$ cat config.mk
export PLATFORM = sky130hd
export DESIGN_NAME = charlieplex_segment_display_scanner_core_flat
export DESIGN_NICKNAME = d
export VERILOG_FILES = /design/src/rtl/cpsds_pkg.sv /design/src/rtl/cpsds_in_if.sv /design/src/rtl/cpsds_out_if.sv /design/src/rtl/charlieplex_segment_display_scanner_core.sv /design/src/flat_wrapper.sv
export VERILOG_INCLUDE_DIRS = /design/src /design/src/rtl
export SDC_FILE = /design/constraint.sdc
export NUM_CORES = 1
export LEC_CHECK = 0
export ABC_CLOCK_PERIOD_IN_PS = 6000
export BUFFER_PORTS_ARGS = -buffer_cell sky130_fd_sc_hd__buf_4
export CAP_MARGIN = 20
export CORE_ASPECT_RATIO = 1.5
export CORE_UTILIZATION = 45
export CTS_CLUSTER_SIZE = 25
export DETAILED_ROUTE_END_ITERATION = 16
export GPL_TIMING_DRIVEN = 0
export REMOVE_ABC_BUFFERS = 1
export SLEW_MARGIN = 5
export SYNTH_ARGS = -nofsm -noshare
export SYNTH_HDL_FRONTEND = slang
export SYNTH_SLANG_ARGS = --single-unit
$ cat constraint.sdc
create_clock -name clk -period 6 [get_ports clk]
set_input_delay 1.2 -clock clk [delete_from_list [all_inputs] [get_ports clk]]
set_output_delay 1.2 -clock clk [all_outputs]
set_load 0.03 [all_outputs]
$ cat src/rtl/assert_macros.svh
// Assertion macros used by the display scanner RTL.
`ifndef ASSERT_MACROS_SVH
`define ASSERT_MACROS_SVH
`ifndef SYNTHESIS
`define ASSERT_AT(lbl, clk, rst_n, prop) \
	lbl: assert property (@(posedge clk) disable iff (!rst_n) (prop)) \
		else $error("assertion failed");
`define ASSERT_NEVER(lbl, clk, rst_n, expr) \
	lbl: assert property (@(posedge clk) disable iff (!rst_n) !(expr)) \
		else $error("forbidden condition seen");
`else
`define ASSERT_AT(lbl, clk, rst_n, prop)
`define ASSERT_NEVER(lbl, clk, rst_n, expr)
`endif
`endif

$ cat src/rtl/cpsds_pkg.sv
// Types, constants and tables of the charlieplexed display scanner.
package cpsds_pkg;

	localparam int SEGMENT_SLOTS = 24;
	localparam logic [2:0] MAX_TEXT_CHARS = 3'd6;

	typedef enum logic [1:0] {
		FUNC_TICK   = 2'd0,
		FUNC_START  = 2'd1,
		FUNC_APPEND = 2'd2
	} func_t;

	localparam logic [7:0] CHAR_NUL  = 8'h00;
	localparam logic [7:0] CHAR_DOT  = 8'h2E;
	localparam logic [7:0] CHAR_ZERO = 8'h30;
	localparam logic [7:0] CHAR_NINE = 8'h39;
	localparam logic [7:0] CHAR_E    = 8'h45;

	// pin pairs per slot (digit * 8 + segment)
	localparam logic [2:0] PIN_HI [SEGMENT_SLOTS] = '{
		3'd5, 3'd4, 3'd1, 3'd6, 3'd5, 3'd2, 3'd1, 3'd2,
		3'd6, 3'd4, 3'd3, 3'd2, 3'd1, 3'd6, 3'd5, 3'd2,
		3'd6, 3'd5, 3'd3, 3'd2, 3'd1, 3'd4, 3'd3, 3'd4
	};
	localparam logic [2:0] PIN_LO [SEGMENT_SLOTS] = '{
		3'd6, 3'd6, 3'd6, 3'd1, 3'd1, 3'd1, 3'd2, 3'd6,
		3'd5, 3'd5, 3'd5, 3'd5, 3'd5, 3'd2, 3'd2, 3'd3,
		3'd4, 3'd4, 3'd4, 3'd4, 3'd4, 3'd2, 3'd2, 3'd3
	};

	// seven-segment pattern, bit j = segment j; unknown characters are blank
	function automatic logic [6:0] digit_shape(input logic [7:0] c);
		logic [6:0] s;
		unique case (c)
			8'h30: s = 7'h3F;
			8'h31: s = 7'h06;
			8'h32: s = 7'h5B;
			8'h33: s = 7'h4F;
			8'h34: s = 7'h66;
			8'h35: s = 7'h6D;
			8'h36: s = 7'h7D;
			8'h37: s = 7'h07;
			8'h38: s = 7'h7F;
			8'h39: s = 7'h6F;
			CHAR_E: s = 7'h79;
			default: s = 7'h00;
		endcase
		return s;
	endfunction

endpackage

$ cat src/rtl/cpsds_in_if.sv
// Command channel of the display scanner: valid/ready plus func and character.
interface cpsds_in_if;
	logic       valid;
	logic       ready;
	logic [1:0] func;
	logic [7:0] char_code;

	modport source (output valid, output func, output char_code, input ready);
	modport sink (input valid, input func, input char_code, output ready);
endinterface

$ cat src/rtl/cpsds_out_if.sv
// Pin drive channel of the display scanner: valid/ready plus the pin pair.
interface cpsds_out_if;
	logic       valid;
	logic       ready;
	logic       drive_active;
	logic [2:0] high_pin;
	logic [2:0] low_pin;

	modport source (output valid, output drive_active, output high_pin, output low_pin,
		input ready);
	modport sink (input valid, input drive_active, input high_pin, input low_pin,
		output ready);
endinterface

$ cat src/rtl/charlieplex_segment_display_scanner_core.sv
// Top level of the charlieplexed three-digit seven-segment display scanner.
//
//  channel | dir | fields                          | item
//  cmd     | in  | func, char_code                 | tick, start of text or character
//  disp    | out | drive_active, high_pin, low_pin | pin pair for one refresh tick
//
// One item per cycle while no tick is held by a full output register: a command is
// registered, then decoded against the display state; a tick writes the output register.
// A tick passes the input register and then the result register to reach the pin pair.
// Reset clears the display state; the refresh rank restarts at zero.
// A tick waits in the input register only while the output register is full
// and not taken; other commands never stall.
`include "assert_macros.svh"

module charlieplex_segment_display_scanner_core (
	input logic         clk,
	input logic         arst_n,
	cpsds_in_if.sink    cmd,
	cpsds_out_if.source disp
);

	localparam int NS = cpsds_pkg::SEGMENT_SLOTS;

	// input register
	logic                 valid_s1;
	cpsds_pkg::func_t     func_s1;
	logic [7:0]           char_s1;

	// display state
	logic [NS-1:0] lit_mask_q;
	logic [4:0]    lit_count_q;
	logic [4:0]    refresh_index_q;
	logic [1:0]    digit_unit_q;
	logic          last_was_dot_q;
	logic          text_full_q;
	logic [2:0]    chars_taken_q;

	// result register
	logic       out_valid_q;
	logic       drive_active_q;
	logic [2:0] high_pin_q;
	logic [2:0] low_pin_q;

	logic is_tick, advance;

	assign is_tick = (func_s1 == cpsds_pkg::FUNC_TICK);
	assign advance = valid_s1 && (!is_tick || !out_valid_q || disp.ready);
	assign cmd.ready = !valid_s1 || advance;

	always_ff @(posedge clk or negedge arst_n) begin
		if (!arst_n) begin
			valid_s1 <= 1'b0;
		end else if (cmd.ready) begin
			valid_s1 <= cmd.valid;
		end
	end

	always_ff @(posedge clk) begin
		if (cmd.ready && cmd.valid) begin
			func_s1 <= cpsds_pkg::func_t'(cmd.func);
			char_s1 <= cmd.char_code;
		end
	end

	// ---------------- character append ----------------
	logic          app_blocked, app_is_dot, app_full;
	logic [2:0]    app_unit;
	logic [NS-1:0] app_bits, app_mask;
	logic [4:0]    app_count;

	always_comb begin
		app_blocked = text_full_q || (chars_taken_q >= cpsds_pkg::MAX_TEXT_CHARS);
		app_is_dot  = (char_s1 == cpsds_pkg::CHAR_DOT);
		// a dot lands on the current digit, a digit after a digit on the next one
		if (app_is_dot) begin
			app_unit = {1'b0, digit_unit_q};
		end else begin
			app_unit = {1'b0, digit_unit_q} + {2'b00, !last_was_dot_q};
		end
		app_full = (app_unit > 3'd2);
		if (app_is_dot) begin
			app_bits = NS'(1) << {app_unit[1:0], 3'b111};
		end else begin
			app_bits = NS'(cpsds_pkg::digit_shape(char_s1)) << {app_unit[1:0], 3'b000};
		end
		app_mask  = lit_mask_q | app_bits;
		app_count = 5'($countones(app_mask));
	end

	// ---------------- refresh selection ----------------
	logic [4:0] idx_eff;
	logic       sel_any;
	logic [2:0] sel_hi, sel_lo;

	always_comb begin
		idx_eff = (refresh_index_q >= lit_count_q) ? 5'd0 : refresh_index_q;
		sel_any = 1'b0;
		sel_hi  = 3'd0;
		sel_lo  = 3'd0;
		// each slot independently checks whether it is the idx_eff-th lit one
		for (int i = 0; i < NS; i++) begin
			if (lit_mask_q[i] &&
				(5'($countones(lit_mask_q & ((NS'(1) << i) - NS'(1)))) == idx_eff)) begin
				sel_any = 1'b1;
				sel_hi  = sel_hi | cpsds_pkg::PIN_HI[i];
				sel_lo  = sel_lo | cpsds_pkg::PIN_LO[i];
			end
		end
	end

	// ---------------- state update ----------------
	always_ff @(posedge clk or negedge arst_n) begin
		if (!arst_n) begin
			lit_mask_q      <= '0;
			lit_count_q     <= 5'd0;
			refresh_index_q <= 5'd0;
			digit_unit_q    <= 2'd0;
			last_was_dot_q  <= 1'b1;
			text_full_q     <= 1'b0;
			chars_taken_q   <= 3'd0;
		end else if (advance) begin
			unique case (func_s1)
				cpsds_pkg::FUNC_TICK: begin
					refresh_index_q <= (lit_count_q == 5'd0) ? 5'd0 : idx_eff + 5'd1;
				end
				cpsds_pkg::FUNC_START: begin
					lit_mask_q     <= '0;
					lit_count_q    <= 5'd0;
					digit_unit_q   <= 2'd0;
					last_was_dot_q <= 1'b1;
					text_full_q    <= 1'b0;
					chars_taken_q  <= 3'd0;
				end
				cpsds_pkg::FUNC_APPEND: begin
					if (!app_blocked) begin
						if (char_s1 == cpsds_pkg::CHAR_NUL) begin
							text_full_q <= 1'b1;
						end else begin
							chars_taken_q <= chars_taken_q + 3'd1;
							if (app_full) begin
								text_full_q <= 1'b1;
							end else begin
								lit_mask_q     <= app_mask;
								lit_count_q    <= app_count;
								last_was_dot_q <= app_is_dot;
								digit_unit_q   <= app_is_dot ? app_unit[1:0] + 2'd1
									: app_unit[1:0];
							end
						end
					end
				end
				default: begin
				end
			endcase
		end
	end

	// ---------------- result register ----------------
	always_ff @(posedge clk or negedge arst_n) begin
		if (!arst_n) begin
			out_valid_q <= 1'b0;
		end else if (advance && is_tick) begin
			out_valid_q <= 1'b1;
		end else if (disp.ready) begin
			out_valid_q <= 1'b0;
		end
	end

	always_ff @(posedge clk) begin
		if (advance && is_tick) begin
			drive_active_q <= sel_any;
			high_pin_q     <= sel_hi;
			low_pin_q      <= sel_lo;
		end
	end

	assign disp.valid        = out_valid_q;
	assign disp.drive_active = drive_active_q;
	assign disp.high_pin     = high_pin_q;
	assign disp.low_pin      = low_pin_q;

	// ---------------- assertions ----------------
	`ASSERT_AT(a_count_matches_mask, clk, arst_n, lit_count_q == 5'($countones(lit_mask_q)))
	`ASSERT_AT(a_chars_bounded, clk, arst_n, chars_taken_q <= cpsds_pkg::MAX_TEXT_CHARS)
	`ASSERT_AT(a_idle_pins_zero, clk, arst_n,
		(out_valid_q && !drive_active_q) |-> (high_pin_q == 3'd0 && low_pin_q == 3'd0))
	`ASSERT_AT(a_active_pins_distinct, clk, arst_n,
		(out_valid_q && drive_active_q) |->
		(high_pin_q != low_pin_q && high_pin_q != 3'd0 && low_pin_q != 3'd0))
	`ASSERT_AT(a_result_from_tick, clk, arst_n,
		$rose(out_valid_q) |-> $past(advance && is_tick))

endmodule

$ cat src/flat_wrapper.sv
// flat-port wrapper written by rule: the top's interface ports become plain ports
module charlieplex_segment_display_scanner_core_flat 
  (clk, arst_n, cmd_valid, cmd_func, cmd_char_code, cmd_ready, disp_valid, disp_drive_active, disp_high_pin, disp_low_pin, disp_ready);
  cpsds_in_if cmd_i ();
  cpsds_out_if disp_i ();
  input logic clk;
  input logic arst_n;
  input wire logic [$bits(cmd_i.valid)-1:0] cmd_valid;
  input wire logic [$bits(cmd_i.func)-1:0] cmd_func;
  input wire logic [$bits(cmd_i.char_code)-1:0] cmd_char_code;
  output wire logic [$bits(cmd_i.ready)-1:0] cmd_ready;
  output wire logic [$bits(disp_i.valid)-1:0] disp_valid;
  output wire logic [$bits(disp_i.drive_active)-1:0] disp_drive_active;
  output wire logic [$bits(disp_i.high_pin)-1:0] disp_high_pin;
  output wire logic [$bits(disp_i.low_pin)-1:0] disp_low_pin;
  input wire logic [$bits(disp_i.ready)-1:0] disp_ready;
  assign cmd_i.valid = cmd_valid;
  assign cmd_i.func = cmd_func;
  assign cmd_i.char_code = cmd_char_code;
  assign cmd_ready = cmd_i.ready;
  assign disp_valid = disp_i.valid;
  assign disp_drive_active = disp_i.drive_active;
  assign disp_high_pin = disp_i.high_pin;
  assign disp_low_pin = disp_i.low_pin;
  assign disp_i.ready = disp_ready;
  charlieplex_segment_display_scanner_core u_core (.clk(clk), .arst_n(arst_n), .cmd(cmd_i), .disp(disp_i));
endmodule
==> metrics.yaml <==
status: "finished clean"
cp-end-kind: "register"
grt_pass1_vias: 6367
pwr-share-clk_pct: 39.4
ys.flop_type: "dfrtp_1"
routed_wirelength_mm: 20.7
layout.cells.most_common_list: "inv_1 (120), nand2_1 (74), ha_1 (70), xnor2_1 (63), buf_4 (58)"
ys_ff_latch: 60
clkLatencyLatePin_ps: 350
r2r_cells: 22
final_area_mm2: 0.00886
hp-class: "register to register"
min-delay-start: "u_core.text_full_q"
ir_drop_uv: 196
dieWidth_um: 108
drc: 0
r2r_setup_slack_ps: 50
drive_gt1_share_pct: 16.6
root_buffer: "clkbuf_16"
path_clk_slew_ps: 60
cts_buffers: 9
antenna_found_initial: 0
wl_per_cell_um: 18.5
grt_overflow: 0
core.rowCount: 57
io_buffers: 22
dpl_worst_slack_ps: -1270
tightest_slew_ps: 1190
cp-start-kind: "register"
max-cap-violations: 0
yosys_warnings: 0
multi_input_area_mm2: 0.00566
avgViaCountPerCell: 5.59
postSynthAreaPerCell_um2: 8.83
dieArea_mm2: 0.0174
hold_violations: 0
num_vias: 6249
slew_headroom_pct: 20.5
switching_share_pct: 34.0
coreArea_mm2: 0.0163
synth-edff-count: 17
powerDensity_mw_per_mm2: 157
period_share_pct: 99.2
final_common_cell: "inv_1"
fmax_ghz: 0.168
timing.rr.start: "u_core.lit_mask_q[0]"
tns_ps: 0
clock-sinks: 60
async_flop_share_pct: 71.7
dpl.hpwl_mm: 16.4
detail-route-antenna-nets: 0
min_path_cells: 2
clockBufferDepth: 2
synth.cell_area_mm2: 0.00758
r2r-end: "u_core.disp.high_pin[1]"
p_seq_share_pct: 34.1
leakage_nw: 4.45
maxSlewViolCount: 0
comb_power_share_pct: 26.5
fin_nets: 1059
ys_seq_area_share_pct: 21.0
fillers: 1541
diodes: 0
initial_utilization_pct: 46.4
fin_ws_ps: 47.5
synth_top_area_share_pct: 15.3
drt_iter0_markers: 315
ios: 23
placed_area_mm2: 0.00800
yosysTopAreaCell: "fa_1"
min_period_ps: 5950
cts_tree: "built"
syn_to_final_growth_pct: 16.9
htreeDepth: 3
final.setup_skew_ps: 15.6
internal-power_w: 0.000917
worstPathMaxFanout: 3
drt_first_pass_iters: 5
place.gp.congestion: 0.906
ys_types: 64
switchingPower_w: 0.000474
required_ps: 6070
grt_max_degree: 44
finalSetupViolCount: 0
grt_first_pass_wirelength_mm: 33.4
critPathKind: "register to register"
syn-instance-count: 858
dieHeight_um: 161
hold_path_end: "u_core.text_full_q"
grt_use_total_pct: 25.5
seqCellArea_mm2: 0.00159
arrival_ps: 6030
synthTopCellsByArea: "fa_1 (15%), dfrtp_1 (14%), ha_1 (13%), xnor2_1 (7.6%), edfxtp_1 (6.7%)"
rsz0062_at_grt: "true"
-- state kept, by name, indices dropped and copies added, names as in the netlist --
register	count
u_core.disp.low_pin	3
u_core.valid_s1	1
u_core.func_s1	2
u_core.refresh_index_q	5
u_core.lit_mask_q	24
u_core.disp.drive_active	1
u_core.chars_taken_q	3
u_core.last_was_dot_q	1
u_core.disp.high_pin	3
u_core.disp.valid	1
u_core.char_s1	8
u_core.text_full_q	1
u_core.lit_count_q	5
u_core.digit_unit_q	2
-- cells in the mapped netlist, drive strengths merged, types with 8 or more instances --
library cell and number:
nand4 15, a21oi 44, nand3 24, a21boi 17, fa 58, edfxtp 17
xnor2 69, nand2 78, a31oi 10, nor2 45, and3 8, o21ai 20
ha 81, dfrtp 42, inv 132, and2 8, xor2 26, buf 11
clkbuf 16, a21o 29, nor3 23
-- critical path, stage by stage (launching register included) --
cell and delay (ps):
dfrtp_2 430, ha_4 290, inv_2 40, fa_2 400
inv_2 80, ha_4 140, inv_4 40, fa_1 520
inv_2 50, ha_4 150, inv_2 50, fa_2 470
fa_1 530, inv_2 50, fa_2 660, ha_4 240
fa_2 330, xor2_1 150, xnor2_1 140, nand4_1 150
nor3_2 70, or2_4 230, or4_1 470
-- routing by layer --
| metal | vias to the layer above | global-route usage, % | wire [um] |
|---|---|---|---|
| met5 | - | 0 | 0 |
| met4 | 0 | 14.8 | 1310 |
| met3 | 66 | 2.92 | 698 |
| met2 | 154 | 46.1 | 10900 |
| met1 | 3032 | 28.2 | 7760 |
| li1 | 2997 | - | - |
-- cell families after synthesis --
kind of cell / count (synthesis) / share of synthesized area [%]
AOI/OAI and AO/OA: 169 / 15.5
xor gates and xnor gates: 96 / 11.6
adders and majority gates: 139 / 28.7
buffers and inverters: 159 / 8.11
DFF: 60 / 21.0
muxes: 5 / 0.661
and+or+nand+nor: 230 / 14.5
-- final cells by class --
| class | count | area share (%) |
|---|---|---|
| Multi-Input combinational cell | 639 | 63.9 |
| Sequential cell | 60 | 17.9 |
| Timing Repair Buffer | 64 | 6.09 |
| Inverter | 132 | 5.66 |
| Tap cell | 206 | 2.91 |
| Clock buffer | 9 | 2.54 |
| Clock inverter | 7 | 0.918 |
-- power by group through the flow --
stage / sequential [W] / clock (W) / combinational, W
floorplan: 0.000481 / 0 / 0.000212
global placement: 0.000482 / 0 / 0.000314
detailed placement: 0.000482 / 0 / 0.000325
CTS: 0.000474 / 0.000557 / 0.000348
global route: 0.000477 / 0.000577 / 0.000411
finish: 0.000474 / 0.000548 / 0.000368
-- per-stage QoR --
step / total power (W) / hold WS [ps] / utilization, % / std cells
6_report: 0.00139 / 497 / 54.2 / 1117
5_1_grt: 0.00147 / 541 / 54.2 / 1117
4_1_cts: 0.00138 / 505 / 52.6 / 1096
3_5_place_dp: 0.000807 / 493 / 49.0 / 1066
3_3_place_gp: 0.000796 / 489 / 48.2 / 1059
2_1_floorplan: 0.000692 / 461 / - / 831
-- worst max-delay path by stage --
stage                              endpoint                 start  depth (start not counted)
floorplan           u_core.disp.high_pin[1]  u_core.lit_mask_q[0]                         22
global placement    u_core.disp.high_pin[1]  u_core.lit_mask_q[0]                         22
detailed placement  u_core.disp.high_pin[1]  u_core.lit_mask_q[0]                         22
CTS                 u_core.disp.high_pin[1]  u_core.lit_mask_q[0]                         22
global route        u_core.disp.high_pin[1]  u_core.lit_mask_q[0]                         22
finish              u_core.disp.high_pin[1]  u_core.lit_mask_q[0]                         22
-- repair_timing --
| action | CTS | global route |
|---|---|---|
| hold buffers | 0 | 0 |
| pin swaps | 10 | 43 |
| setup buffers | 14 | 21 |
| gates resized for setup | 40 | 37 |
| setup endpoints to repair | 11 | 9 |
No activity file was read; power rests on OpenSTA's default activity.
